## src/rtl/ddo_pkg.sv

```systemverilog
// shared types, constants and tables for the wheel odometry block
package ddo_pkg;

  localparam int ENCODER_BITS   = 16;
  localparam int WRAP_MULT_BITS = 32;
  localparam int EXT_BITS       = 48;
  localparam int CORDIC_STEPS   = 24;

  localparam int NUM_W  = 58;
  localparam int DEN_W  = 28;
  localparam int DCNT_W = 6;
  localparam int COR_W  = 50;
  localparam int ZW     = 34;

  localparam logic [0:0] CFG_TICKS_PER_METER = 1'b0;
  localparam logic [0:0] CFG_BASE_WIDTH      = 1'b1;

  localparam logic [29:0] GAIN_Q30       = 30'd652032874;
  localparam logic [29:0] RAD_TO_BAM_Q16 = 30'd683565276;
  localparam logic [25:0] TH_SCALE       = 26'd65536000;
  localparam logic [25:0] D_SCALE        = 26'd65536;
  localparam logic [25:0] US_PER_S       = 26'd1000000;

  typedef enum logic [3:0] {
    ST_IDLE, ST_CAPTURE, ST_LOAD, ST_DIVIDE, ST_BAM_MUL, ST_BAM,
    ST_ROT_START, ST_ROT_WAIT, ST_FINISH
  } state_t;

  typedef struct packed {
    logic             start;
    logic             neg;
    logic [NUM_W-1:0] num;
    logic [DEN_W-1:0] den;
  } div_req_t;

  function automatic logic [31:0] atan_bam(input logic [4:0] s);
    logic [31:0] r;
    unique case (s)
      5'd0:  r = 32'h20000000;
      5'd1:  r = 32'h12E4051E;
      5'd2:  r = 32'h09FB385B;
      5'd3:  r = 32'h051111D4;
      5'd4:  r = 32'h028B0D43;
      5'd5:  r = 32'h0145D7E1;
      5'd6:  r = 32'h00A2F61E;
      5'd7:  r = 32'h00517C55;
      5'd8:  r = 32'h0028BE53;
      5'd9:  r = 32'h00145F2F;
      5'd10: r = 32'h000A2F98;
      5'd11: r = 32'h000517CC;
      5'd12: r = 32'h00028BE6;
      5'd13: r = 32'h000145F3;
      5'd14: r = 32'h0000A2FA;
      5'd15: r = 32'h0000517D;
      5'd16: r = 32'h000028BE;
      5'd17: r = 32'h0000145F;
      5'd18: r = 32'h00000A30;
      5'd19: r = 32'h00000518;
      5'd20: r = 32'h0000028C;
      5'd21: r = 32'h00000146;
      5'd22: r = 32'h000000A3;
      5'd23: r = 32'h00000051;
      5'd24: r = 32'h00000029;
      5'd25: r = 32'h00000014;
      5'd26: r = 32'h0000000A;
      5'd27: r = 32'h00000005;
      5'd28: r = 32'h00000003;
      5'd29: r = 32'h00000001;
      5'd30: r = 32'h00000001;
      default: r = 32'h00000000;
    endcase
    return r;
  endfunction

endpackage

```

## src/rtl/ddo_unwrap.sv

```systemverilog
// one wheel's count unwrap: wrap multiplier update and extended count
module ddo_unwrap import ddo_pkg::*; (
  input  logic signed [ENCODER_BITS-1:0]   raw,
  input  logic        [ENCODER_BITS-1:0]   prev,
  input  logic        [WRAP_MULT_BITS-1:0] mult,
  output logic        [WRAP_MULT_BITS-1:0] mult_next,
  output logic        [EXT_BITS-1:0]       ext_next
);

  localparam int CW = ENCODER_BITS + 3;
  localparam logic signed [CW-1:0] RANGE = CW'(1) <<< ENCODER_BITS;

  logic signed [CW-1:0] cx, px, c5, p5;

  always_comb begin
    cx = CW'(raw);
    px = CW'($signed(prev));
    c5 = (cx <<< 2) + cx;
    p5 = (px <<< 2) + px;
    if (c5 < -RANGE && p5 > RANGE) begin
      mult_next = mult + WRAP_MULT_BITS'(1);
    end else if (c5 > RANGE && p5 < -RANGE) begin
      mult_next = mult - WRAP_MULT_BITS'(1);
    end else begin
      mult_next = mult;
    end
    ext_next = (EXT_BITS'($signed(mult_next)) << ENCODER_BITS) + EXT_BITS'(raw);
  end

endmodule

```

## config.mk

```make
export PLATFORM = sky130hd
export DESIGN_NAME = ddo_unwrap
export DESIGN_NICKNAME = d
export VERILOG_FILES = /design/src/rtl/ddo_pkg.sv /design/src/rtl/ddo_unwrap.sv
export SDC_FILE = /design/constraint.sdc
export NUM_CORES = 1
export LEC_CHECK = 0
export BUFFER_PORTS_ARGS = -buffer_cell sky130_fd_sc_hd__buf_4
export CORE_MARGIN = 2
export CORE_UTILIZATION = 47
export DETAILED_ROUTE_END_ITERATION = 6
export PLACE_DENSITY = 0.75
export SLEW_MARGIN = 40
export SYNTH_ARGS = -nofsm -noshare
export SYNTH_HDL_FRONTEND = slang
export SYNTH_SLANG_ARGS = --single-unit
export TNS_END_PERCENT = 10
```

## constraint.sdc

```tcl
create_clock -name vclk -period 7.4
set_clock_uncertainty 0.05 [all_clocks]
set_input_delay 0 -clock vclk [all_inputs]
set_output_delay 0 -clock vclk [all_outputs]
set_load 0.03 [all_outputs]
```

==> flow_summary.yaml <==
cells_and_area:
  nClkBuffers: 0
  antenna_cells: 0
  seq_area_um2: 0
  nFillCells: 862
  area_growth_pct: 24.9
  drive_gt1_frac: 0.214
  fin_nets: 872
  finalCoreUtilization: 0.596
  seq_cells: 0
sta:
  hold_viol_final: 0
  min_period_over_period: 0.841
  max_freq_mhz: 161
  rsz0062_at_grt: "false"
  setup_violations: 0
  finalMaxSlewViolations: 0
  relSlewSlack: 0.550
  worst_pin_slew_ps: 659
  setup_tns_ps: 0
  period_needed_ps: 6220
setup_path:
  worstPathArrival_ps: 6170
  path_delay_family: "compound AO/OA/AOI/OAI gates"
  crit_path_max_fanout: 13
  crit_buf_inv: 3
  slowest_delay_ps: 650
  crit_slowest_cell: "a2111oi_0"
  startpoint_type: "primary input"
  path_class: "in -> out"
  cp_data_required_time_ps: 7350
  endpoint_kind: "primary output"
synth:
  syn_area_um2: 4330
  yosys.area.top_type: "ha_1"
  yosysTopAreaCellShare: 0.182
  ys_types: 69
  syn_nets: 750
  yosys_warnings: 0
  synthCells: 620
  yosys-top-cells-area: "ha_1 18%, xnor2_1 9.9%, a21oi_1 6.7%, a21o_1 4.5%, nor2_1 4.1%"
  syn_area_per_cell_um2: 6.98
  ys_seq_area_frac: 0
die:
  design.core.area_um2: 9060
  row_count: 35
  ios: 144
  die_w_um: 99.9
  dieArea_um2: 9990
  initial_core_util: 0.477
  die_h_um: 99.9
min_path:
  worstHoldPathType: "in -> out"
grt:
  grt_pass1_wl_um: 21300
  grtUsageTotal: 0.246
  grt_max_degree: 40
  overflow: 0
  antenna_found_initial: 0
  grt_pass1_vias: 4738
power:
  peakVddDrop_uv: 65.6
  power_density_nw_per_um2: 108
  p_leak_nw: 2.53
place:
  hpwlAfterDp_um: 11100
  gp_congestion: 0.914
  port_buffers: 144
clock_tree:
  cts_resized: 0
  hold_buffers: 0
  cts_setup_buffers: 0
outcome:
  status: "finished, final reports clean"
drt:
  wl_per_cell_um: 15.4
  drc_errors: 0
  postRouteAntennaNets: 0
  wl_um: 13100
  num_vias: 5132
  first_iter_violations: 347
  dr.pass1.iters: 5
  avgViaCountPerCell: 6.03
flow_run:
  drv_cap: 0
[layout make-up]
cell class | instances | area, um^2 | area share
Inverter | 22 | 82.6 | 0.0153
Tap cell | 111 | 139 | 0.0257
Timing Repair Buffer | 146 | 1100 | 0.203
Multi-Input combinational cell | 572 | 4090 | 0.756
[report_power, final]
part	internal (mW)	switching, mW	total, mW	leakage (nW)
clock	0	0	0	0
combinational	0.235	0.348	0.583	2.53
sequential	0	0	0	0
[per-stage QoR]
step	power (mW)	hold slack [ps]	std cells	area, um^2	worst slack (ps)
finish	0.583	193	851	5400	1180
floorplan	0.396	81.7	620	4330	1660
CTS	0.582	194	851	5400	1170
global placement	0.569	189	851	5400	1410
detailed placement	0.579	194	851	5400	1200
global route	0.630	199	851	5400	579
[Yosys cell counts (all sizes together) (17+ instances only)]
cell and instances:
xnor2 49, nand2 45, ha 63, nor2 47, nand3 21, a21oi 58, o21ai 35, inv 22
xor2 19, nor3 19, a21o 26, buf 17
[cell families after synthesis]
family | synth area share
muxes | 0.00954
and+or+nand+nor | 0.269
buffers and inverters | 0.0558
xor gates and xnor gates | 0.143
adders and majority gates | 0.196
AOI/OAI and AO/OA | 0.327
[path summary, 6_finish.rpt]
path | start | endpoint | slack [ps] | cells after the start
max | prev[2] | ext_next[46] | 1180 | 27
min | raw[0] | ext_next[0] | 190 | 2
[per-layer routing]
metal,wire length (um),up-vias,global-route usage
met2,6300,199,0.441
met1,5810,2329,0.329
met4,296,0,0.0601
met3,700,28,0.00557
li1,-,2576,-
met5,0,-,0
[cells in the final DEF, fill, tap and decap left out, drive strengths merged, types with 8 or more instances in the layout]
cell    instances
nand3          21
buf           146
and3           11
o21ai          35
nand2          45
nor2b          10
and2           10
o21bai          8
o21a           13
xor2           19
nor4            9
nand2b         15
inv            22
o31ai           8
nor2           47
or3             8
xnor2          49
a21oi          58
a21o           26
nor3           19
ha             63
Power figures use the tool's default switching activity.
