--- config.mk ---
export PLATFORM = sky130hd
export DESIGN_NAME = ddo_cordic
export DESIGN_NICKNAME = d
export VERILOG_FILES = /design/src/rtl/ddo_pkg.sv /design/src/rtl/ddo_cordic.sv
export SDC_FILE = /design/constraint.sdc
export NUM_CORES = 2
export LEC_CHECK = 0
export CORE_UTILIZATION = 25
export CTS_CLUSTER_DIAMETER = 50
export CTS_CLUSTER_SIZE = 30
export DETAILED_ROUTE_END_ITERATION = 8
export DONT_BUFFER_PORTS = 1
export REMOVE_ABC_BUFFERS = 1
export SETUP_SLACK_MARGIN = 0.4
export SLEW_MARGIN = 10
export SYNTH_ARGS = -nofsm -noshare
export SYNTH_HDL_FRONTEND = slang
export SYNTH_SLANG_ARGS = --single-unit
export TNS_END_PERCENT = 50
--- constraint.sdc ---
create_clock -name clk -period 11.9 [get_ports clk]
set_input_delay 1.19 -clock clk [delete_from_list [all_inputs] [get_ports clk]]
set_output_delay 1.19 -clock clk [all_outputs]
set_load 0.02 [all_outputs]
--- src/rtl/ddo_pkg.sv ---
// shared types, constants and tables for the wheel odometry block
package ddo_pkg;

  localparam int ENCODER_BITS   = 16;
  localparam int WRAP_MULT_BITS = 32;
  localparam int EXT_BITS       = 48;
  localparam int CORDIC_STEPS   = 24;

  localparam int NUM_W  = 58;
  localparam int DEN_W  = 28;
  localparam int DCNT_W = 6;
  localparam int COR_W  = 50;
  localparam int ZW     = 34;

  localparam logic [0:0] CFG_TICKS_PER_METER = 1'b0;
  localparam logic [0:0] CFG_BASE_WIDTH      = 1'b1;

  localparam logic [29:0] GAIN_Q30       = 30'd652032874;
  localparam logic [29:0] RAD_TO_BAM_Q16 = 30'd683565276;
  localparam logic [25:0] TH_SCALE       = 26'd65536000;
  localparam logic [25:0] D_SCALE        = 26'd65536;
  localparam logic [25:0] US_PER_S       = 26'd1000000;

  typedef enum logic [3:0] {
    ST_IDLE, ST_CAPTURE, ST_LOAD, ST_DIVIDE, ST_BAM_MUL, ST_BAM,
    ST_ROT_START, ST_ROT_WAIT, ST_FINISH
  } state_t;

  typedef struct packed {
    logic             start;
    logic             neg;
    logic [NUM_W-1:0] num;
    logic [DEN_W-1:0] den;
  } div_req_t;

  function automatic logic [31:0] atan_bam(input logic [4:0] s);
    logic [31:0] r;
    unique case (s)
      5'd0:  r = 32'h20000000;
      5'd1:  r = 32'h12E4051E;
      5'd2:  r = 32'h09FB385B;
      5'd3:  r = 32'h051111D4;
      5'd4:  r = 32'h028B0D43;
      5'd5:  r = 32'h0145D7E1;
      5'd6:  r = 32'h00A2F61E;
      5'd7:  r = 32'h00517C55;
      5'd8:  r = 32'h0028BE53;
      5'd9:  r = 32'h00145F2F;
      5'd10: r = 32'h000A2F98;
      5'd11: r = 32'h000517CC;
      5'd12: r = 32'h00028BE6;
      5'd13: r = 32'h000145F3;
      5'd14: r = 32'h0000A2FA;
      5'd15: r = 32'h0000517D;
      5'd16: r = 32'h000028BE;
      5'd17: r = 32'h0000145F;
      5'd18: r = 32'h00000A30;
      5'd19: r = 32'h00000518;
      5'd20: r = 32'h0000028C;
      5'd21: r = 32'h00000146;
      5'd22: r = 32'h000000A3;
      5'd23: r = 32'h00000051;
      5'd24: r = 32'h00000029;
      5'd25: r = 32'h00000014;
      5'd26: r = 32'h0000000A;
      5'd27: r = 32'h00000005;
      5'd28: r = 32'h00000003;
      5'd29: r = 32'h00000001;
      5'd30: r = 32'h00000001;
      default: r = 32'h00000000;
    endcase
    return r;
  endfunction

endpackage

--- src/rtl/ddo_cordic.sv ---
// iterative rotation cordic, one micro-rotation per cycle
module ddo_cordic import ddo_pkg::*; (
  input  logic               clk,
  input  logic               rst,
  input  logic               start,
  input  logic signed [31:0] distance,
  input  logic        [31:0] angle,
  output logic               done,
  output logic        [31:0] ox,
  output logic        [31:0] oy
);

  logic                    busy;
  logic                    fin;
  logic [4:0]              cnt;
  logic                    flip;
  logic signed [COR_W-1:0] x, y, xs, ys, xf, yf;
  logic signed [ZW-1:0]    z;
  logic                    start_flip;
  logic [31:0]             start_ang;
  logic signed [62:0]      prod;
  logic signed [ZW-1:0]    at;

  always_comb begin
    start_flip = angle[31] ^ angle[30];
    start_ang  = {angle[31] ^ start_flip, angle[30:0]};
    prod       = distance * $signed({1'b0, GAIN_Q30});
    xs         = x >>> cnt;
    ys         = y >>> cnt;
    at         = ZW'(atan_bam(cnt));
    xf         = (flip ? -x : x) + COR_W'(32768);
    yf         = (flip ? -y : y) + COR_W'(32768);
  end

  always_ff @(posedge clk) begin
    if (rst) begin
      busy <= 1'b0;
      fin  <= 1'b0;
      done <= 1'b0;
      cnt  <= '0;
    end else begin
      done <= 1'b0;
      if (start) begin
        busy <= 1'b1;
        fin  <= 1'b0;
        cnt  <= '0;
        flip <= start_flip;
        z    <= ZW'($signed(start_ang));
        x    <= COR_W'($signed(prod[62:14]));
        y    <= '0;
      end else if (busy && !fin) begin
        if (!z[ZW-1]) begin
          x <= x - ys;
          y <= y + xs;
          z <= z - at;
        end else begin
          x <= x + ys;
          y <= y - xs;
          z <= z + at;
        end
        cnt <= cnt + 5'd1;
        if (cnt == 5'(CORDIC_STEPS - 1)) fin <= 1'b1;
      end else if (busy) begin
        ox   <= xf[47:16];
        oy   <= yf[47:16];
        busy <= 1'b0;
        fin  <= 1'b0;
        done <= 1'b1;
      end
    end
  end

endmodule

==> flow_metrics.env <==
export IMPL_row_count=160
export IMPL_synth_area_sq_mm=0.0480
export IMPL_ff2ff_setup_slack_ps=2650
export IMPL_synth_async_reset_ratio_pct=0
export IMPL_antenna_found_initial=4
export IMPL_ys_seq_area_share_pct=14.0
export IMPL_cp_slowest_cell="dfxtp_4"
export IMPL_syn_avg_cell_area_sq_um=8.99
export IMPL_place_hpwl_um=134000
export IMPL_rsz0062_at_grt="no"
export IMPL_first_global_vias=39250
export IMPL_r2r_cells=22
export IMPL_cp_slowest_stage_delay_ps=860
export IMPL_syn_inst=5341
export IMPL_dr_pass1_iters=7
export IMPL_start_util_pct=25.2
export IMPL_finalSetupTns_ps=0
export IMPL_final_util_pct=27.1
export IMPL_vias=39653
export IMPL_fill_cells=20315
export IMPL_diodes=0
export IMPL_synth_seq_cells=237
export IMPL_gr_total_overflow=0
export IMPL_cp_start_kind="flip-flop"
export IMPL_cts_buffers=39
export IMPL_die_h_um=440
export IMPL_setup_viol=0
export IMPL_hold_violations=0
export IMPL_grt_pass1_wl_um=248000
export IMPL_relSlewSlack_pct=23.7
export IMPL_viasPerCell=5.15
export IMPL_crit_type="reg2reg"
export IMPL_detail_route_antenna_nets=0
export IMPL_max_freq_mhz=108
export IMPL_worst_path_max_fanout=55
export IMPL_cts_tree="done"
export IMPL_cts_sinks=237
export IMPL_path_cells="buf_4 -> mux4_1 -> mux2_2 -> mux2i_1 -> o221ai_1 -> nor4_1 -> and4_1 -> and4_1 -> a31oi_1 -> xnor2_1 -> ha_1 -> and3_1 -> nand2_1 -> nor3_1 -> nand3_1 -> o22ai_1 -> nor4_1 -> o41ai_1 -> a31oi_1 -> o21ai_0 -> xnor2_1 -> nor2_1"
export IMPL_hold_ws_ps=551
export IMPL_cts_resized=0
export IMPL_cp_arrival_ps=9570
export IMPL_clock_skew_ps=38.4
export IMPL_drt_wl_total_um=165000
export IMPL_tightest_slew_ps=1120
export IMPL_dieArea_sq_mm=0.194
export IMPL_areaGrowthSynthToFinish_pct=7.61
export IMPL_hold_buffers=0
export IMPL_synth_warnings=0
export IMPL_endpoint_kind="flip-flop"
export IMPL_clockBufferDepth=3
export IMPL_drv_slew=0
export IMPL_cap_viol_max_count=0
export IMPL_synthFlopType="edfxtp_1"
export IMPL_path_buf_inv=1
export IMPL_drt_iter0_markers=3611
export IMPL_required_ps=12220
export IMPL_holdPathStages=1
export IMPL_io_buffers=0
export IMPL_period_needed_ps=9250
export IMPL_gp_congestion=0.993
export IMPL_hold_class="reg2reg"
export IMPL_crit_cells=22
export IMPL_htree_levels=2
export IMPL_wl_per_cell_um=21.4
export IMPL_path_clk_slew_ps=60
export IMPL_core_area_sq_mm=0.191
export IMPL_status="completed"
export IMPL_grt_max_degree=182
export IMPL_drive_gt1_share_pct=6.62
export IMPL_clk_latency_ps=610
export IMPL_synth_edf_count=199
export IMPL_nets=6163
export IMPL_grt_use_total_pct=16.5
export IMPL_remaining_drc_errors=0
export IMPL_pin_count=132
export IMPL_cpLargestDelayFamily="simple AND/OR/NAND/NOR gates"
export IMPL_cts_setup_buffers=0
export IMPL_dieWidth_um=440
export IMPL_synth_cell_types=103
export IMPL_cts_root_buf="clkbuf_16"
export IMPL_finalCritPeriodShare_pct=77.7
## synthesized netlist by cell type (22+ instances only)
cell type,count,share of area [%]
a211oi_1,32,0.50
a21o_1,125,2.0
a21oi_1,347,3.6
a22oi_1,36,0.56
a31oi_1,64,0.83
and2_1,37,0.48
and3_1,42,0.55
buf_1,25,0.20
buf_2,22,0.23
clkbuf_1,170,1.3
dfxtp_1,38,1.6
edfxtp_1,199,12
fa_1,424,18
ha_1,508,13
inv_1,752,5.9
mux2_2,80,1.9
mux2i_1,133,2.8
mux4_2,73,3.4
nand2_1,329,2.6
nand2b_1,49,0.64
nand3_1,70,0.73
nand4_1,23,0.30
nor2_1,306,2.4
nor2b_1,54,0.70
nor3_1,77,0.80
nor4_1,32,0.42
o211ai_1,27,0.42
o21a_1,32,0.50
o21ai_0,217,2.3
o21bai_1,35,0.55
o22ai_1,51,0.66
or2_2,28,0.36
or3_1,29,0.38
xnor2_1,265,4.8
xor2_1,224,4.1
## worst reg2reg max path, cell delays in order, from the launching register on
cell and delay (ps):
dfxtp_4 860, buf_4 600, mux4_1 680, mux2_2 370, mux2i_1 470, o221ai_1 460
nor4_1 770, and4_1 320, and4_1 630, a31oi_1 190, xnor2_1 170, ha_1 380
and3_1 240, nand2_1 90, nor3_1 440, nand3_1 140, o22ai_1 310, nor4_1 120
o41ai_1 800, a31oi_1 340, o21ai_0 340, xnor2_1 160, nor2_1 60
## final timing paths
kind         startpoint     to
max reg2reg      cnt[2]  y[47]
max              cnt[2]  y[47]
min                busy   done
min reg2reg        busy   done
## cell usage in the layout (no fill, tap or decap), types with 33 or more instances in the layout
cell type	netlist	routed
o22ai_1	51	51
o21ai_0	217	217
nand2_1	329	329
xor2_1	224	224
mux4_2	73	73
a21oi_1	347	347
a21o_1	125	125
nor3_1	77	77
xnor2_1	265	265
edfxtp_1	199	199
mux2_2	80	80
a31oi_1	64	64
ha_1	508	508
buf_4	18	35
nand3_1	70	70
mux2i_1	133	133
o21bai_1	35	35
fa_1	424	424
and2_1	37	37
and3_1	42	41
clkbuf_16	0	39
dfxtp_1	38	33
nand2b_1	49	49
nor2b_1	54	54
nor2_1	306	305
inv_1	752	751
a22oi_1	36	36
## flip-flops by register name, summed over array words and instances (netlist names)
name	flops
flip	1
cnt	5
z	34
done	1
oy	32
ox	32
at	30
y	50
x	50
busy	1
fin	1
## per-stage QoR
step                std cells  setup slack [ps]  cell area [sq um]
detailed placement       7634              2730              50200
global route             7706              2380              51700
finish                   7706              2650              51700
global placement         7634              2750              50200
floorplan                5087               467              46800
CTS                      7706              2930              51700
## metal layers
layer	wire [um]	global-route usage, %	vias to the layer above
met4	5630	5.02	4
met2	71900	25.8	1691
li1	-	-	18268
met3	12600	2.50	280
met5	27	0	-
met1	75000	23.3	19410
## cells by family after synthesis
kind of cell	share of synthesized area, %
AOI/OAI and AO/OA	16.4
and+or+nand+nor	11.9
buffers and inverters	8.57
adders and majority gates	30.9
xor gates and xnor gates	8.92
muxes	9.24
DFF	14.0
## cell type report
| type | count | area (sq um) | area share (%) |
|---|---|---|---|
| clock buffer | 41 | 993 | 1.92 |
| clock inverter | 31 | 474 | 0.918 |
| inverter | 758 | 2850 | 5.51 |
| multi-input combinational | 4092 | 37200 | 72.0 |
| sequential | 237 | 6750 | 13.1 |
| tap | 2511 | 3140 | 6.08 |
| timing repair buffer | 36 | 283 | 0.547 |
Power is left out: the tool's default activity adds up to more than one toggle a clock period on the data nets, which glitch-free logic cannot reach.
