--- config.mk ---
export PLATFORM = sky130hd
export DESIGN_NAME = ddo_div
export DESIGN_NICKNAME = d
export VERILOG_FILES = /design/src/rtl/ddo_pkg.sv /design/src/rtl/ddo_div.sv
export SDC_FILE = /design/constraint.sdc
export NUM_CORES = 1
export LEC_CHECK = 0
export BUFFER_PORTS_ARGS = -buffer_cell sky130_fd_sc_hd__buf_2
export CORE_MARGIN = 2
export CORE_UTILIZATION = 61
export CTS_CLUSTER_DIAMETER = 50
export CTS_CLUSTER_SIZE = 20
export DETAILED_ROUTE_END_ITERATION = 10
export PLACE_DENSITY = 0.84
export SYNTH_ARGS = -nofsm -noshare
export SYNTH_HDL_FRONTEND = slang
export SYNTH_SLANG_ARGS = --single-unit
--- constraint.sdc ---
create_clock -name clk -period 8.6 [get_ports clk]
set_input_delay 1.29 -clock clk [delete_from_list [all_inputs] [get_ports clk]]
set_output_delay 1.29 -clock clk [all_outputs]
set_load 0.005 [all_outputs]
--- src/rtl/ddo_pkg.sv ---
// shared types, constants and tables for the wheel odometry block
package ddo_pkg;

  localparam int ENCODER_BITS   = 16;
  localparam int WRAP_MULT_BITS = 32;
  localparam int EXT_BITS       = 48;
  localparam int CORDIC_STEPS   = 24;

  localparam int NUM_W  = 58;
  localparam int DEN_W  = 28;
  localparam int DCNT_W = 6;
  localparam int COR_W  = 50;
  localparam int ZW     = 34;

  localparam logic [0:0] CFG_TICKS_PER_METER = 1'b0;
  localparam logic [0:0] CFG_BASE_WIDTH      = 1'b1;

  localparam logic [29:0] GAIN_Q30       = 30'd652032874;
  localparam logic [29:0] RAD_TO_BAM_Q16 = 30'd683565276;
  localparam logic [25:0] TH_SCALE       = 26'd65536000;
  localparam logic [25:0] D_SCALE        = 26'd65536;
  localparam logic [25:0] US_PER_S       = 26'd1000000;

  typedef enum logic [3:0] {
    ST_IDLE, ST_CAPTURE, ST_LOAD, ST_DIVIDE, ST_BAM_MUL, ST_BAM,
    ST_ROT_START, ST_ROT_WAIT, ST_FINISH
  } state_t;

  typedef struct packed {
    logic             start;
    logic             neg;
    logic [NUM_W-1:0] num;
    logic [DEN_W-1:0] den;
  } div_req_t;

  function automatic logic [31:0] atan_bam(input logic [4:0] s);
    logic [31:0] r;
    unique case (s)
      5'd0:  r = 32'h20000000;
      5'd1:  r = 32'h12E4051E;
      5'd2:  r = 32'h09FB385B;
      5'd3:  r = 32'h051111D4;
      5'd4:  r = 32'h028B0D43;
      5'd5:  r = 32'h0145D7E1;
      5'd6:  r = 32'h00A2F61E;
      5'd7:  r = 32'h00517C55;
      5'd8:  r = 32'h0028BE53;
      5'd9:  r = 32'h00145F2F;
      5'd10: r = 32'h000A2F98;
      5'd11: r = 32'h000517CC;
      5'd12: r = 32'h00028BE6;
      5'd13: r = 32'h000145F3;
      5'd14: r = 32'h0000A2FA;
      5'd15: r = 32'h0000517D;
      5'd16: r = 32'h000028BE;
      5'd17: r = 32'h0000145F;
      5'd18: r = 32'h00000A30;
      5'd19: r = 32'h00000518;
      5'd20: r = 32'h0000028C;
      5'd21: r = 32'h00000146;
      5'd22: r = 32'h000000A3;
      5'd23: r = 32'h00000051;
      5'd24: r = 32'h00000029;
      5'd25: r = 32'h00000014;
      5'd26: r = 32'h0000000A;
      5'd27: r = 32'h00000005;
      5'd28: r = 32'h00000003;
      5'd29: r = 32'h00000001;
      5'd30: r = 32'h00000001;
      default: r = 32'h00000000;
    endcase
    return r;
  endfunction

endpackage

--- src/rtl/ddo_div.sv ---
// bit-serial restoring divider with sign fixup and 32-bit saturation
module ddo_div import ddo_pkg::*; (
  input  logic        clk,
  input  logic        rst,
  input  div_req_t    req,
  output logic        done,
  output logic [31:0] quot
);

  logic              busy;
  logic [DCNT_W-1:0] cnt;
  logic [NUM_W-1:0]  qsh;
  logic [DEN_W-1:0]  rem;
  logic [DEN_W-1:0]  den;
  logic              neg;
  logic [DEN_W:0]    rem_sh;
  logic              qbit;

  always_comb begin
    rem_sh = {rem, qsh[NUM_W-1]};
    qbit   = (rem_sh >= {1'b0, den});
  end

  always_ff @(posedge clk) begin
    if (rst) begin
      busy <= 1'b0;
      done <= 1'b0;
      cnt  <= '0;
    end else begin
      done <= 1'b0;
      if (req.start) begin
        busy <= 1'b1;
        cnt  <= '0;
        qsh  <= req.num;
        rem  <= '0;
        den  <= req.den;
        neg  <= req.neg;
      end else if (busy) begin
        rem <= qbit ? DEN_W'(rem_sh - {1'b0, den}) : DEN_W'(rem_sh);
        qsh <= {qsh[NUM_W-2:0], qbit};
        cnt <= cnt + DCNT_W'(1);
        if (cnt == DCNT_W'(NUM_W - 1)) begin
          busy <= 1'b0;
          done <= 1'b1;
        end
      end
    end
  end

  // truncation toward zero then clamp
  always_comb begin
    if (neg) begin
      if (qsh > NUM_W'(33'h080000000)) quot = 32'h80000000;
      else                             quot = 32'(-qsh);
    end else begin
      if (qsh > NUM_W'(32'h7FFFFFFF)) quot = 32'h7FFFFFFF;
      else                            quot = qsh[31:0];
    end
  end

endmodule

==> flow_metrics.tcl, run 1 <==
set metrics [dict create \
    status "completed" \
    finalCritPeriodShare_pct 67.77 \
    max_freq_mhz 171.6 \
    finalWirelength_mm 18.31 \
    cts_num_sinks 123 \
    fin_area_um2 8890 \
    place_ws_ns 3.332 \
    synth_edf_count 115 \
    slew_viol_final 0 \
    swShare_pct 27.96 \
    start_util_pct 62.97 \
    crit_type "reg2out" \
    p_int_mw 1.286 \
    maxCapViolCount 0 \
    hp-class "reg2reg" \
    cts_buffer_depth 2 \
    cp.required_ns 7.31 \
    antenna_found_initial 4 \
    synth_nets 853 \
    setup_slack_ns 2.772 \
    min_period_ns 5.828 \
    ys_types 63 \
    slew_headroom_pct 20.93 \
    synth-seq-area-share_pct 47.58 \
    syn_area_um2 7595 \
    finalClockSkew_ns 0.007323 \
    p_clk_share_pct 38.1 \
    hold_path_depth 2 \
    grt_pass1_vias 6072 \
    yosys.area.top_type "edfxtp_1" \
    setup_tns_ns 0 \
    post_cts_buffers 0 \
    ant_nets 0 \
    async_flop_share_pct 0 \
    grtUsageTotal_pct 27.64 \
    htree_num_levels 4 \
    ff2ff_path_depth 9 \
    yosysWarnings 0 \
    clock_latency_ns 0.42 \
    fin_hold_ws_ns 0.5239 \
    rsz0062_at_grt "no" \
    worstMarginPinSlew_ns 1.183 \
    hold_viol 0 \
    drive_gt1_share_pct 26.64 \
    fp.dieArea_um2 13360 \
    grt_overflow 0 \
    holdPathEnd "cnt[1]" \
    drc_errors 0 \
    area_growth_pct 17.05 \
    synth_common_cells "edfxtp_1, nand2_1, a21oi_1, mux2_2, nor2_1" \
    fp.dieW_um 115.6 \
    ctsResizeCount 0 \
    synthDominantCellAreaShare_pct 45.47 \
    place.gp.congestion 0.9078 \
    rows 40 \
    cts-root-buf "clkbuf_16" \
    dpl-instance-area_um2 8309 \
    rr_endpoint "qsh[0]" \
    drt_iter0_markers 727 \
    syn_avg_cell_area_um2 10.39 \
    yosysMostFrequentCell "edfxtp_1" \
    die_y_um 115.6 \
    route.vias.total 6441 \
    worstHoldStart "cnt[1]" \
    wire_per_inst_um 17.83 \
    ioPinCount 123 \
    power_switching_mw 0.4992 \
    dp_hpwl_mm 12.51 \
    cp_data_arrival_time_ns 4.54 \
    via_per_inst 6.272 \
    grt_max_degree 94 \
    total_power_mw 1.786 \
    start_kind "register" \
    hold_buffers 0 \
    end_kind "output port" \
    timing.final.setup_violations 0 \
    crit_fanout 18 \
    first_pass_iters 7 \
    grt_pass1_wl_mm 28.94 \
    cts_tree "done" \
    num-nets-final 965 \
    synth_cells 731 \
    power.share.combinational_pct 20.1 \
    reg2reg_slack_ns 4.55 \
    cellPowerDensity_nw_per_um2 200.9 \
    r2r_start "rem[6]" \
    clk_pin_slew_ns 0.05 \
    ys.flop_type "edfxtp_1" \
    portBuffers 122 \
    vdd_ir_drop_max_mv 0.1582 \
    synth_seq_cells 123 \
    leakage_nw 3.536 \
    ys_top_cells_by_area "edfxtp_1, mux2_2, ha_1" \
    core_um2 12060 \
    p_seq_share_pct 41.8 \
    cts_inserted_buffers 17 \
]
## routing by layer
metal	GRT usage [%]	share of wire, %	vias to the layer above
li1	-	-	3000
met1	36.33	43	3060
met2	43.00	46	323
met3	8.107	7.8	56
met4	11.81	3.1	2
met5	0	0.076	-
## layout make-up
| type | count | area, um2 |
|---|---|---|
| diodes | 3 | 7.507 |
| clock buffers | 24 | 514.2 |
| clock inverters | 8 | 58.81 |
| fillers | 845 | 3172 |
| inverters | 45 | 168.9 |
| multi-input cells | 531 | 3681 |
| flip-flops and latches | 123 | 3613 |
| well taps | 168 | 210.2 |
| repair buffers | 125 | 635.6 |
## worst max path at each step
stage / from / to / slack (ns) / cells past startpoint
2_1_floorplan: req[87] / qsh[0] / 2.85 / 3
3_3_place_gp: qsh[0] / quot[28] / 3.59 / 10
3_5_place_dp: qsh[0] / quot[14] / 3.33 / 10
4_1_cts: qsh[0] / quot[14] / 2.87 / 10
5_1_grt: qsh[1] / quot[15] / 2.46 / 12
6_report: qsh[0] / quot[14] / 2.77 / 10
## through the flow
stage | std cells | util, %
floorplan | 731 | -
global placement | 992 | 68.89
detailed placement | 992 | 68.89
CTS | 1024 | 73.64
global route | 1026 | 73.68
finish | 1027 | 73.70
## cell usage in the layout, fill, tap and decap left out, types with 4 or more instances in the layout
cell type	netlist	final
edfxtp_1	115	115
buf_4	0	4
o21ai_0	36	36
nor3_1	14	14
inv_1	45	45
o31ai_1	5	5
o311ai_1	10	10
nand4_1	6	6
o311ai_0	11	11
nor2_1	49	48
nand2_1	78	78
clkbuf_16	0	19
nor4_1	9	9
xnor2_1	17	17
xor2_1	9	9
or3_1	6	6
dfxtp_1	8	8
a31oi_1	12	12
a21o_1	17	17
or2_2	5	5
buf_2	5	121
nor2b_1	5	4
mux2_2	55	55
nand3_1	11	11
ha_1	31	31
a221o_1	6	6
a211oi_1	14	14
a21oi_1	55	55
o21ai_1	4	4
and3_1	11	11
## sequential cells by signal (all words and copies together), names as in the netlist
signal / flops
done: 1
den: 28
rem: 28
cnt: 6
neg: 1
qsh: 58
busy: 1
## cells by family after synthesis
kind of cell	after synthesis	share of synthesized area [%]
simple gates	216	14.02
flops	123	47.58
buf+inv	77	4.086
mux	58	8.550
compound gates	199	17.40
xor+xnor	26	2.998
fa+ha+maj	32	5.371
## power groups by stage
stage               logic, mW  clock network (mW)  registers, mW
finish                  0.358               0.681          0.747
floorplan               0.262                   0          0.747
detailed placement      0.349                   0          0.757
CTS                     0.354               0.686          0.745
global route            0.395               0.715          0.751
global placement        0.337                   0          0.754
## critical path, stage by stage, from the launching register on
cell and delay (ns):
edfxtp_1 0.42, inv_1 0.13, ha_1 0.20, nor3b_1 0.73, nand4b_1 0.35, nor4_4 0.40
nand3_4 0.18, o31ai_4 0.51, nand3_2 0.44, o311ai_0 0.57, buf_2 0.19
Power figures use the tool's default switching activity.
==> inputs of run 2 (changes only) <==
CORE_UTILIZATION = 52   (was 61)
PLACE_DENSITY = 0.76   (was 0.84)
clock period = 4.8 ns   (was 8.6 ns; I/O delays follow)
==> run 2 against run 1 <==
Against the previous run: utilization is 11 points lower; routed wire length is 0.82% lower; critical path depth stayed put; total power is 87% higher; sequential power is 79% higher; die area is 17% higher; setup slack worse by 2.4 ns; sequential share of layout area is 0.54 points lower; critical path type unchanged; largest cell class unchanged; largest power group is now clock; highest routed layer is now met4.
==> flow_metrics.tcl, run 2 (synthesis results as in run 1) <==
set metrics [dict create \
    cellPowerDensity_nw_per_um2 369.9 \
    rows 44 \
    grtUsageTotal_pct 23.56 \
    crit_fanout 21 \
    finalWirelength_mm 18.16 \
    dp_hpwl_mm 12.68 \
    largest_reg_flops 58 \
    drc_errors 0 \
    place.gp.congestion 0.8951 \
    start_util_pct 52.65 \
    final_common_cell "buf_2" \
    finalCritPeriodShare_pct 93.01 \
    slew_viol_final 0 \
    cts_inserted_buffers 17 \
    drive_gt1_share_pct 27.23 \
    portBuffers 122 \
    leakage_nw 3.604 \
    die_y_um 124.9 \
    via_per_inst 5.911 \
    rsz0062_at_grt "no" \
    clk_pin_slew_ns 0.05 \
    end_kind "output port" \
    setup_tns_ns 0 \
    cts_buffer_depth 2 \
    cts_tree "done" \
    num-nets-final 972 \
    rr_endpoint "rem[11]" \
    antenna-diode-count 0 \
    hp-class "in2reg" \
    holdPathEnd "den[24]" \
    post_cts_buffers 0 \
    reg.largest.list "qsh x58, den x28, rem x28" \
    grt_pass1_vias 5822 \
    fin_cells 1047 \
    cp.required_ns 4.08 \
    dp_cells 1015 \
    maxCapViolCount 0 \
    ff2ff_path_depth 11 \
    cp_num_buf_inv 1 \
    hold_buffers 0 \
    grt_max_degree 50 \
    final_cell_mix "buf_2, edfxtp_1, nand2_1, a21oi_1, mux2_2" \
    route.vias.total 6189 \
    htree_num_levels 4 \
    max_freq_mhz 224.0 \
    fp.dieArea_um2 15590 \
    timing.final.setup_violations 0 \
    grt_overflow 0 \
    antenna_found_initial 0 \
    cp_data_arrival_time_ns 3.74 \
    ctsResizeCount 0 \
    vdd_ir_drop_max_mv 0.2377 \
    finalClockSkew_ns 0.007627 \
    top_register "qsh" \
    final_core_util_pct 62.46 \
    status "completed" \
    min_period_ns 4.464 \
    reg2reg_slack_ns 1.21 \
    first_pass_iters 7 \
    hold_viol 0 \
    grt_pass1_wl_mm 29.61 \
    worstHoldStart "req[24]" \
    drt_iter0_markers 543 \
    slew_headroom_pct 50.56 \
    ant_nets 0 \
    slowest_stage "or4_4" \
    start_kind "register" \
    ioPinCount 123 \
    core_um2 14420 \
    r2r_start "rem[6]" \
    wire_per_inst_um 17.34 \
    cts_num_sinks 123 \
    cts-root-buf "clkbuf_16" \
    clock_latency_ns 0.41 \
    fp.dieW_um 124.9 \
    critPathTopFamily "simple AND/OR/NAND/NOR gates" \
    slowest_delay_ns 0.57 \
    crit_type "reg2out" \
    area_growth_pct 18.62 \
    crit_chain "or4_4 > or2_1 > nor4_4 > nand3_4 > o31ai_4 > nand2_2 > nor2_2 > a21oi_1 > o21ai_1 > buf_2" \
    worstMarginPinSlew_ns 0.7399 \
    hold_path_depth 1 \
]
## run 2: power breakdown
group / total (mW) / internal [mW] / leakage, nW / switching (mW)
Combinational: 0.647 / 0.282 / 2.13 / 0.365
Sequential: 1.34 / 1.28 / 1.16 / 0.0575
Clock: 1.35 / 0.898 / 0.307 / 0.451
Total: 3.33 / 2.46 / 3.60 / 0.873
## run 2: per-layer routing
layer  up-vias  GRT usage [%]  wire length (um)  part of all wire (%)
met5         -              0                 0                     0
met1      2890          33.56              8578                    47
met4         0          7.712               287                   1.6
li1       3012              -                 -                     -
met3        22          5.112              1238                   6.8
met2       265          36.07              8054                    44
## run 2: final cells by class
type                       count  area, um2
clock buffer                  26      519.2
clock inverter                 6      107.6
fill                        1217       5415
inverter                      45      168.9
multi-input combinational    531       3681
sequential                   123       3613
tap                          184      230.2
timing repair buffer         132      688.2
## run 2: worst max-delay path by stage
stage	startpoint	end	slack, ns	cells after the start
finish	qsh[12]	quot[15]	0.34	10
global route	qsh[0]	quot[25]	0.11	11
CTS	qsh[12]	quot[28]	0.35	8
detailed placement	qsh[12]	quot[28]	0.80	8
global placement	qsh[10]	quot[25]	0.90	8
floorplan	req[87]	qsh[0]	1.08	3
## run 2: per-stage QoR
step           worst slack, ns  area, um2  total power, mW  hold slack (ns)
2_1_floorplan            1.075       7597            1.807           0.4584
3_3_place_gp            0.8990       8382            1.975           0.4753
3_5_place_dp            0.8000       8382            1.989           0.5201
4_1_cts                 0.3497       9009            3.337           0.4664
5_1_grt                 0.1137       9009            3.476           0.4651
6_report                0.3357       9009            3.332           0.4809
